<file path="src/design/cmfb_pkg.sv">
// Shared types and constants of the column-major frame blitter.
package cmfb_pkg;

  localparam int CURSOR_W    = 17;
  localparam int QUEUE_DEPTH = 2;

  localparam logic [2:0] CMD_CLEAR  = 3'd0;
  localparam logic [2:0] CMD_BEGIN  = 3'd1;
  localparam logic [2:0] CMD_DATA   = 3'd2;
  localparam logic [2:0] CMD_INVERT = 3'd3;
  localparam logic [2:0] CMD_READ   = 3'd4;

  localparam logic [7:0] FILL_BYTE = 8'hFF;

  typedef enum logic [2:0] {
    OP_NOP,
    OP_CLEAR,
    OP_BEGIN,
    OP_DATA,
    OP_INVERT,
    OP_READ
  } op_t;

  typedef enum logic [1:0] {
    ST_OK       = 2'd0,
    ST_IGNORED  = 2'd1,
    ST_OVERFLOW = 2'd2,
    ST_DONE     = 2'd3
  } status_t;

  typedef struct packed {
    op_t                 op;
    logic [CURSOR_W-1:0] base;
    logic [7:0]          rect_width;
    logic [7:0]          rect_height;
    logic [7:0]          frame_height;
    logic [7:0]          data_byte;
    logic [12:0]         address;
    logic [12:0]         clear_count;
    logic                oob;
  } item_t;

  typedef struct packed {
    logic  valid;
    item_t item;
  } q_head_t;

endpackage

</file>
<file path="src/design/cmfb_queue.sv">
// Short queue of decoded commands between the front end and the back end.
module cmfb_queue (
  input  logic              clk,
  input  logic              rst_n,
  input  logic              push,
  input  cmfb_pkg::item_t   item,
  output logic              full,
  input  logic              pop,
  output cmfb_pkg::q_head_t head
);
  import cmfb_pkg::*;

  localparam int PW = (QUEUE_DEPTH > 1) ? $clog2(QUEUE_DEPTH) : 1;
  localparam int NW = $clog2(QUEUE_DEPTH + 1);
  localparam logic [PW-1:0] LAST = PW'(QUEUE_DEPTH - 1);

  item_t         entries_r [QUEUE_DEPTH];
  logic [PW-1:0] wr_ptr_r, wr_ptr_nxt;
  logic [PW-1:0] rd_ptr_r, rd_ptr_nxt;
  logic [NW-1:0] cnt_r, cnt_nxt;

  always_comb begin
    wr_ptr_nxt = wr_ptr_r;
    rd_ptr_nxt = rd_ptr_r;
    cnt_nxt    = cnt_r;
    if (push) begin
      wr_ptr_nxt = (wr_ptr_r == LAST) ? '0 : wr_ptr_r + PW'(1);
    end
    if (pop) begin
      rd_ptr_nxt = (rd_ptr_r == LAST) ? '0 : rd_ptr_r + PW'(1);
    end
    if (push && !pop) begin
      cnt_nxt = cnt_r + NW'(1);
    end else if (!push && pop) begin
      cnt_nxt = cnt_r - NW'(1);
    end
  end

  always_ff @(posedge clk) begin
    if (!rst_n) begin
      wr_ptr_r <= '0;
      rd_ptr_r <= '0;
      cnt_r    <= '0;
    end else begin
      wr_ptr_r <= wr_ptr_nxt;
      rd_ptr_r <= rd_ptr_nxt;
      cnt_r    <= cnt_nxt;
    end
  end

  always_ff @(posedge clk) begin
    if (push) begin
      entries_r[wr_ptr_r] <= item;
    end
  end

  assign full       = cnt_r == NW'(QUEUE_DEPTH);
  assign head.valid = cnt_r != '0;
  assign head.item  = entries_r[rd_ptr_r];

endmodule

</file>
<file path="config.mk">
export PLATFORM = sky130hd
export DESIGN_NAME = cmfb_queue
export DESIGN_NICKNAME = d
export VERILOG_FILES = /design/src/design/cmfb_pkg.sv /design/src/design/cmfb_queue.sv
export SDC_FILE = /design/constraint.sdc
export NUM_CORES = 1
export LEC_CHECK = 0
export ABC_AREA = 1
export BUFFER_PORTS_ARGS = -buffer_cell sky130_fd_sc_hd__buf_2
export CAP_MARGIN = 10
export CORE_MARGIN = 10
export CORE_UTILIZATION = 50
export DETAILED_ROUTE_END_ITERATION = 8
export PLACE_DENSITY = 0.87
export SLEW_MARGIN = 20
export SYNTH_ARGS = -nofsm -noshare
export SYNTH_HDL_FRONTEND = slang
export SYNTH_SLANG_ARGS = --single-unit
</file>
<file path="constraint.sdc">
create_clock -name clk -period 7.95 [get_ports clk]
set_input_delay 0.3975 -clock clk [delete_from_list [all_inputs] [get_ports clk]]
set_output_delay 0.3975 -clock clk [all_outputs]
set_load 0.005 [all_outputs]
</file>
==> results.toml <==
[global_route]
grt_usage_pct = 13.73
grt_max_degree = 80
overflow = 0
antenna_found_initial = 0
grt_pass1_vias = 3403
grt_pass1_wl_um = 17350

[sta]
clock_skew_ns = 0.008636
period_needed_ns = 2.496
worst_pin_slew_ns = 1.108
hold_slack_ns = 0.1763
maxSlewViolCount = 0
rsz0062_at_grt = "no"
postLayoutSetupSlackWorst_ns = 5.454
max_freq_mhz = 400.6
setup_viol_count_final = 0
hold_violations = 0
relSlewSlack_pct = 26.13
fin_setup_tns_ns = 0
fin_crit_sh_pct = 31.40

[synth]
yosysWarnings = 0
synth_area_um2 = 5963
synth_nets = 365
ys_types = 14
synth_seq_cells = 163
synthCells = 281
yosysSeqAreaShare_pct = 81.24
syn_avg_cell_area_um2 = 21.22

[pwr]
clkPwrFrac_pct = 39.3
power.share.switching_pct = 20.28
leakage_nw = 2.870
power_frac_seq_pct = 52.9
p_int_mw = 1.531
power_switching_mw = 0.3894
p_per_area_nw_per_um2 = 257.0
power.share.combinational_pct = 7.7
ir_drop_mv = 0.1969

[min_path]
min_path_cells = 1
holdCritPathClass = "in2reg"

[cts]
cts-htree-levels = 4
cts.sinks = 163
postCtsSetupBuffers = 0
cts_resized = 0
clk_pin_slew_ns = 0.06
clk_path_buf_depth = 2
clock_latency_ns = 0.41
cts_tree = "yes"
cts-buffers-inserted = 17
cts_hold_repair.buffers = 0
cts-root-buf = "clkbuf_16"

[floorplan]
rows = 39
die_w_um = 129.2
die_h_um = 129.2
die-area_um2 = 16700
ios = 164
fp.coreArea_um2 = 11560
initial_core_util_pct = 51.56

[worst_setup_path]
cp-start-kind = "flop"
cp_data_arrival_time_ns = 2.10
cp-end-kind = "output pin"
cp_max_fo = 79
rrSetupSlack_ns = 5.98
r2r_cells = 3
crit_type = "reg2out"
critical_path_required_ns = 7.55

[placement]
place_hpwl_um = 7855
dp_cells = 580
place_ws_ns = 5.852
place_congestion = 0.6835
port_buffers = 163

[final_layout]
ff_latch_area_um2 = 4848
area_growth_pct = 25.33
multiInputGateArea_um2 = 1032
fillers = 835
layout-drive-gt1-share_pct = 58.42
final-instance-count-excl-fill = 612
final_core_util_pct = 64.62
antenna_cells = 0
layout.nets = 540

[routing]
drc = 0
wl_um = 11450
drt_first_pass_iters = 4
wl_per_cell_um = 18.71
antenna_left = 0
initialDrtViolationCount = 160
via_count = 3085
viasPerCell = 5.041

[job]
cap_violations = 0

[run_status]
outcome = "finished, final reports clean"
-- cell usage in the layout, fill, tap and decap left out, drive strengths merged --
cell / n
buf: 165
edfxtp: 158
mux2: 79
clkbuf: 20
nand2: 9
nor2: 8
clkinv: 8
inv: 7
dfxtp: 5
clkinvlp: 3
bufinv: 2
o21ai: 1
a21oi: 1
nand3: 1
nand4: 1
ha: 1
-- power groups by stage --
stage          Combinational, mW  Sequential, mW  Clock [mW]
2_1_floorplan             0.0850            1.02           0
3_3_place_gp               0.146            1.03           0
3_5_place_dp               0.151            1.04           0
4_1_cts                    0.152            1.02       0.770
5_1_grt                    0.163            1.02       0.808
6_report                   0.148            1.02       0.755
-- worst paths after layout --
check | from | endpoint
setup reg to reg | wr_ptr_r | entries_r[1][41]
hold reg to reg | rd_ptr_r | flop
setup / recovery | flop | head[27]
hold / removal | item[11] | entries_r[0][11]
-- layout make-up --
class / instances / share of cell area (%)
flip-flops and latches: 163 / 64.88
multi-input cells: 101 / 13.81
repair buffers: 165 / 11.12
clock buffers: 20 / 5.843
well taps: 143 / 2.394
clock inverters: 12 / 1.540
inverters: 8 / 0.4186
-- logic make-up after synthesis --
group	Yosys count	share of synthesized area, %
flops	163	81.24
buf+inv	17	1.574
simple gates	19	1.259
compound gates	2	0.1677
fa+ha+maj	1	0.2098
mux	79	15.55
-- cell usage after synthesis (all sizes together) --
cell,number,area share [%]
inv,8,0.50
ha,1,0.21
buf,9,1.1
nand2,9,0.57
dfxtp,5,1.7
o21ai,1,0.084
mux2,79,16
nand3,1,0.084
edfxtp,158,80
nand4,1,0.10
nor2,8,0.50
a21oi,1,0.084
-- sequential cells by signal, indices dropped and copies added (netlist names), named ones only --
name and count:
rd_ptr_r 1, wr_ptr_r 1, cnt_r 2, entries_r 158
-- per-layer routing --
layer / up-vias / wire length [um] / share of wire [%] / global-route usage, %
met5: - / 0 / 0 / 0
met4: 0 / 219 / 1.9 / 6.823
met3: 17 / 968 / 8.5 / 5.710
met2: 119 / 5710 / 50 / 22.31
met1: 1500 / 4553 / 40 / 15.38
li1: 1449 / - / - / -
-- stage by stage --
| stage | cell area [um^2] | power [mW] |
|---|---|---|
| after CTS | 7473 | 1.940 |
| final | 7473 | 1.921 |
| after floorplan | 5963 | 1.108 |
| after global routing | 7473 | 1.994 |
| after detailed placement | 6922 | 1.187 |
| after global placement | 6922 | 1.179 |
-- worst max-delay path, stage by stage (launching register included) --
cell and delay [ns]:
dfxtp_4 1.00, mux2_2 0.43, buf_2 0.13
(Power assumes the default switching activity.)
