==> src/design/cmfb_pkg.sv <==
// Shared types and constants of the column-major frame blitter.
package cmfb_pkg;

  localparam int CURSOR_W    = 17;
  localparam int QUEUE_DEPTH = 2;

  localparam logic [2:0] CMD_CLEAR  = 3'd0;
  localparam logic [2:0] CMD_BEGIN  = 3'd1;
  localparam logic [2:0] CMD_DATA   = 3'd2;
  localparam logic [2:0] CMD_INVERT = 3'd3;
  localparam logic [2:0] CMD_READ   = 3'd4;

  localparam logic [7:0] FILL_BYTE = 8'hFF;

  typedef enum logic [2:0] {
    OP_NOP,
    OP_CLEAR,
    OP_BEGIN,
    OP_DATA,
    OP_INVERT,
    OP_READ
  } op_t;

  typedef enum logic [1:0] {
    ST_OK       = 2'd0,
    ST_IGNORED  = 2'd1,
    ST_OVERFLOW = 2'd2,
    ST_DONE     = 2'd3
  } status_t;

  typedef struct packed {
    op_t                 op;
    logic [CURSOR_W-1:0] base;
    logic [7:0]          rect_width;
    logic [7:0]          rect_height;
    logic [7:0]          frame_height;
    logic [7:0]          data_byte;
    logic [12:0]         address;
    logic [12:0]         clear_count;
    logic                oob;
  } item_t;

  typedef struct packed {
    logic  valid;
    item_t item;
  } q_head_t;

endpackage

==> src/design/cmfb_if.sv <==
// Handshake interfaces for the command beats and the result beats.
interface cmfb_in_if;
  logic        valid;
  logic        ready;
  logic [2:0]  command;
  logic [7:0]  top;
  logic [7:0]  column;
  logic [7:0]  rect_width;
  logic [7:0]  rect_height;
  logic [7:0]  frame_height;
  logic [7:0]  data_byte;
  logic [12:0] address;
  logic [12:0] clear_count;

  modport source (
    output valid, command, top, column, rect_width, rect_height, frame_height,
           data_byte, address, clear_count,
    input  ready
  );
  modport sink (
    input  valid, command, top, column, rect_width, rect_height, frame_height,
           data_byte, address, clear_count,
    output ready
  );
endinterface


==> src/design/cmfb_front.sv <==
// Front end: accepts command beats, decodes them and computes start addresses.
module cmfb_front #(
  parameter int BUFFER_BYTES = 5000
) (
  cmfb_in_if.sink          in_ch,
  output cmfb_pkg::item_t  item,
  output logic             push,
  input  logic             q_full
);
  import cmfb_pkg::*;

  localparam logic [CURSOR_W-1:0] LIMIT = CURSOR_W'(BUFFER_BYTES);

  logic [15:0] prod;

  assign prod = in_ch.column * in_ch.frame_height;

  always_comb begin
    item.base         = CURSOR_W'(prod) + CURSOR_W'(in_ch.top);
    item.rect_width   = in_ch.rect_width;
    item.rect_height  = in_ch.rect_height;
    item.frame_height = in_ch.frame_height;
    item.data_byte    = in_ch.data_byte;
    item.address      = in_ch.address;
    item.clear_count  = in_ch.clear_count;
    item.oob          = 1'b0;
    case (in_ch.command)
      CMD_CLEAR: begin
        item.op  = OP_CLEAR;
        item.oob = CURSOR_W'(in_ch.clear_count) > LIMIT;
      end
      CMD_BEGIN:  item.op = OP_BEGIN;
      CMD_DATA:   item.op = OP_DATA;
      CMD_INVERT: item.op = OP_INVERT;
      CMD_READ: begin
        item.op  = OP_READ;
        item.oob = CURSOR_W'(in_ch.address) >= LIMIT;
      end
      default:    item.op = OP_NOP;
    endcase
  end

  assign in_ch.ready = !q_full;
  assign push        = in_ch.valid && !q_full;

endmodule

==> src/flat_wrapper.sv <==
// flat-port wrapper written by rule: the top's interface ports become plain ports
module cmfb_front_flat import cmfb_pkg::*;
#(
  parameter int BUFFER_BYTES = 5000
)
  (item, push, q_full, in_ch_valid, in_ch_command, in_ch_top, in_ch_column, in_ch_rect_width, in_ch_rect_height, in_ch_frame_height, in_ch_data_byte, in_ch_address, in_ch_clear_count, in_ch_ready);
  cmfb_in_if in_ch_i ();
  output cmfb_pkg::item_t item;
  output logic push;
  input  logic q_full;
  input wire logic [$bits(in_ch_i.valid)-1:0] in_ch_valid;
  input wire logic [$bits(in_ch_i.command)-1:0] in_ch_command;
  input wire logic [$bits(in_ch_i.top)-1:0] in_ch_top;
  input wire logic [$bits(in_ch_i.column)-1:0] in_ch_column;
  input wire logic [$bits(in_ch_i.rect_width)-1:0] in_ch_rect_width;
  input wire logic [$bits(in_ch_i.rect_height)-1:0] in_ch_rect_height;
  input wire logic [$bits(in_ch_i.frame_height)-1:0] in_ch_frame_height;
  input wire logic [$bits(in_ch_i.data_byte)-1:0] in_ch_data_byte;
  input wire logic [$bits(in_ch_i.address)-1:0] in_ch_address;
  input wire logic [$bits(in_ch_i.clear_count)-1:0] in_ch_clear_count;
  output wire logic [$bits(in_ch_i.ready)-1:0] in_ch_ready;
  assign in_ch_i.valid = in_ch_valid;
  assign in_ch_i.command = in_ch_command;
  assign in_ch_i.top = in_ch_top;
  assign in_ch_i.column = in_ch_column;
  assign in_ch_i.rect_width = in_ch_rect_width;
  assign in_ch_i.rect_height = in_ch_rect_height;
  assign in_ch_i.frame_height = in_ch_frame_height;
  assign in_ch_i.data_byte = in_ch_data_byte;
  assign in_ch_i.address = in_ch_address;
  assign in_ch_i.clear_count = in_ch_clear_count;
  assign in_ch_ready = in_ch_i.ready;
  cmfb_front #(.BUFFER_BYTES(BUFFER_BYTES)) u_core (.in_ch(in_ch_i), .item(item), .push(push), .q_full(q_full));
endmodule
==> config.mk <==
export PLATFORM = sky130hd
export DESIGN_NAME = cmfb_front_flat
export DESIGN_NICKNAME = d
export VERILOG_FILES = /design/src/design/cmfb_pkg.sv /design/src/design/cmfb_if.sv /design/src/design/cmfb_front.sv /design/src/flat_wrapper.sv
export SDC_FILE = /design/constraint.sdc
export NUM_CORES = 1
export LEC_CHECK = 0
export BUFFER_PORTS_ARGS = -buffer_cell sky130_fd_sc_hd__buf_2
export CORE_AREA = 2 2 84 86
export DETAILED_ROUTE_END_ITERATION = 6
export DIE_AREA = 0 0 86 88
export PLACE_DENSITY = 0.79
export SETUP_SLACK_MARGIN = 0.15
export SYNTH_ARGS = -nofsm -noshare
export SYNTH_HDL_FRONTEND = slang
export SYNTH_SLANG_ARGS = --single-unit
==> constraint.sdc <==
create_clock -name vclk -period 6.7
set_input_delay 1.34 -clock vclk [all_inputs]
set_output_delay 1.34 -clock vclk [all_outputs]
set_load 0.01 [all_outputs]
==> out/results.ini <==
[die]
die_area_sq_um = 7570
num_io_pins = 160
start_util = 0.441
num_rows = 30
die_height_microns = 88
fp.dieW_microns = 86
coreArea_sq_um = 6640

[timing]
whs_ns = 2.68
finalSetupViolations = 0
drv_slew = 0
relSlewSlack = 0.764
tightest_slew_ns = 0.353
layout_min_cycle_time_ns = 6.45
tns_ns = 0
period_share = 0.963
rsz0062_at_grt = no
finalHoldViolations = 0
clock.fmax_mhz = 155

[layout]
area_growth_pct = 16.1
n_sequential_cell = 0
finalInstanceArea_sq_um = 3400
drive_gt1_frac = 0.376
nFillCells = 646
num_antenna_cells = 0
register_area_sq_um = 0
nNetsFinal = 580
final_util = 0.512
num-clock-buffers = 0

[worst_setup_path]
critPathKind = input pin to output port
cpMaxStageDelayCell = fa_1
endpoint = item[73]
critPathMostFrequentCell = fa_1
crit_path_max_incr_delay_ns = 0.54
setup.worst_path.start_class = input pin
cp.required_ns = 5.36
startpoint = in_ch_column[3]
path_max_fanout = 5
end_kind = output port
path_cells = buf_4 -> buf_6 -> and2_4 -> fa_2 -> fa_1 -> inv_1 -> fa_1 -> fa_1 -> inv_1 -> ha_4 -> o21ai_1 -> o21bai_2 -> o2111ai_4 -> a31oi_1 -> xor2_1 -> buf_2
arrival_ns = 5.11

[job]
maxCapViolations = 0

[routing]
vias_per_cell = 5.00
wl_per_cell_microns = 13.0
first_pass_iters = 5
first_iter_violations = 77
wirelength_microns = 6430
antenna_left = 0
drc = 0
vias = 2474

[synth]
syn_nets = 518
synth_area_sq_um = 2930
yosys_warnings = 0
synthCells = 355
synth_cell_types = 36
syn_area_per_cell_sq_um = 8.26
yosysSeqAreaShare = 0

[power_and_ir_drop]
p_leak_nw = 1.93
powerDensity_nw_per_um2 = 306
ir_worst_vdd_uv = 174

[placement]
gp_congestion = 0.812
place_hpwl_microns = 5420
portBuffers = 106
placed_area_sq_um = 3190

[min_path]
hold_path.startpoint = in_ch_data_byte[5]
hold_class = input pin to output port

[outcome]
status = completed

[grt]
grt_max_degree = 10
grt_usage = 0.160
grt_pass1_vias = 2398
grt_pass1_wl_microns = 10100
antenna_found_initial = 0
grt_overflow = 0

[clocking]
hold_buffers = 0

## layer usage
layer | part of all wire | wire (microns) | GRT usage | up-vias
met3 | 0.068 | 436 | 0.0141 | 8
met4 | 0.0076 | 49 | 0.0188 | 0
met2 | 0.54 | 3450 | 0.300 | 115
met5 | 0 | 0 | 0 | -
li1 | - | - | - | 1177
met1 | 0.39 | 2490 | 0.205 | 1174
## kinds of logic (layout without fill, tap and decap cells)
group	count (synthesis)	after routing	synth area share
xor+xnor	12	12	0.0359
fa+ha+maj	84	84	0.471
simple gates	93	93	0.156
compound gates	40	40	0.102
buf+inv	126	186	0.236
## worst max-delay path, delay by kind of cell
family | cells | cell delay (ns)
compound gates | 4 | 0.77
xor+xnor | 1 | 0.18
fa+ha+maj | 5 | 2.18
buf+inv | 5 | 0.51
simple gates | 1 | 0.14
## per-stage QoR
stage,std cells,setup slack [ns],total power [mW]
floorplan,355,0.315,0.639
global placement,491,0.0577,0.851
detailed placement,491,0.0441,0.871
CTS,491,0.154,0.945
global route,495,0.122,1.16
finish,495,0.251,1.04
## how the worst min path moves through the flow
stage | end | slack [ns] | depth (start not counted)
after floorplan | in_ch_ready | 2.72 | 1
after global placement | item[14] | 2.68 | 0
after detailed placement | item[14] | 2.68 | 0
after CTS | item[14] | 2.68 | 0
after global routing | item[32] | 2.68 | 0
final | item[32] | 2.68 | 0
## area by class of cell
type               instances  area (sq um)  area share
well taps                 80           100      0.0294
inverters                 68           255      0.0750
multi-input cells        229          2380       0.700
repair buffers           118           666       0.196
## what timing repair did
action,4_1_cts,5_1_grt
setup buffers,0,4
pin swaps,11,34
setup endpoints to repair,5,6
endpoints found under the hold margin,0,0
resized for setup,7,51
cloned,0,0
## where the power goes
part           total, mW  internal, mW  leakage, nW  switching, mW
logic               1.04         0.499         1.93          0.542
registers              0             0            0              0
clock network          0             0            0              0
total               1.04         0.499         1.93          0.542
## synth_stat cells, drive strengths merged (4+ instances only)
cell   instances  share of area
a21oi         10          0.017
ha            40           0.17
nor2           9          0.012
nand3          4         0.0068
o21ai          6          0.010
nand2         38          0.049
and2          36          0.077
xnor2          7          0.021
fa            44           0.30
buf           58           0.15
xor2           5          0.015
inv           68          0.087
## placed cells by master, fill, tap and decap left out, types with 2 or more instances in the layout
cell type  synthesis  final
buf_4             58     14
a31oi_1            3      3
buf_2              0     97
xnor2_1            7      7
xor2_1             5      5
inv_2              0      5
ha_4               0      5
o31ai_1            3      2
fa_1              44     42
nand3_1            4      4
fa_2               0      2
a21o_1             3      3
nor3_1             2      2
a21oi_1           10      9
nor2_1             9      8
buf_6              0      6
nand2_2            0      5
ha_2               0      2
nand2_1           38     33
and2_1            36     28
and2_4             0      8
o21ai_0            5      4
inv_1             68     63
ha_1              40     33
Note: power is estimated with default switching activity, not from simulation.
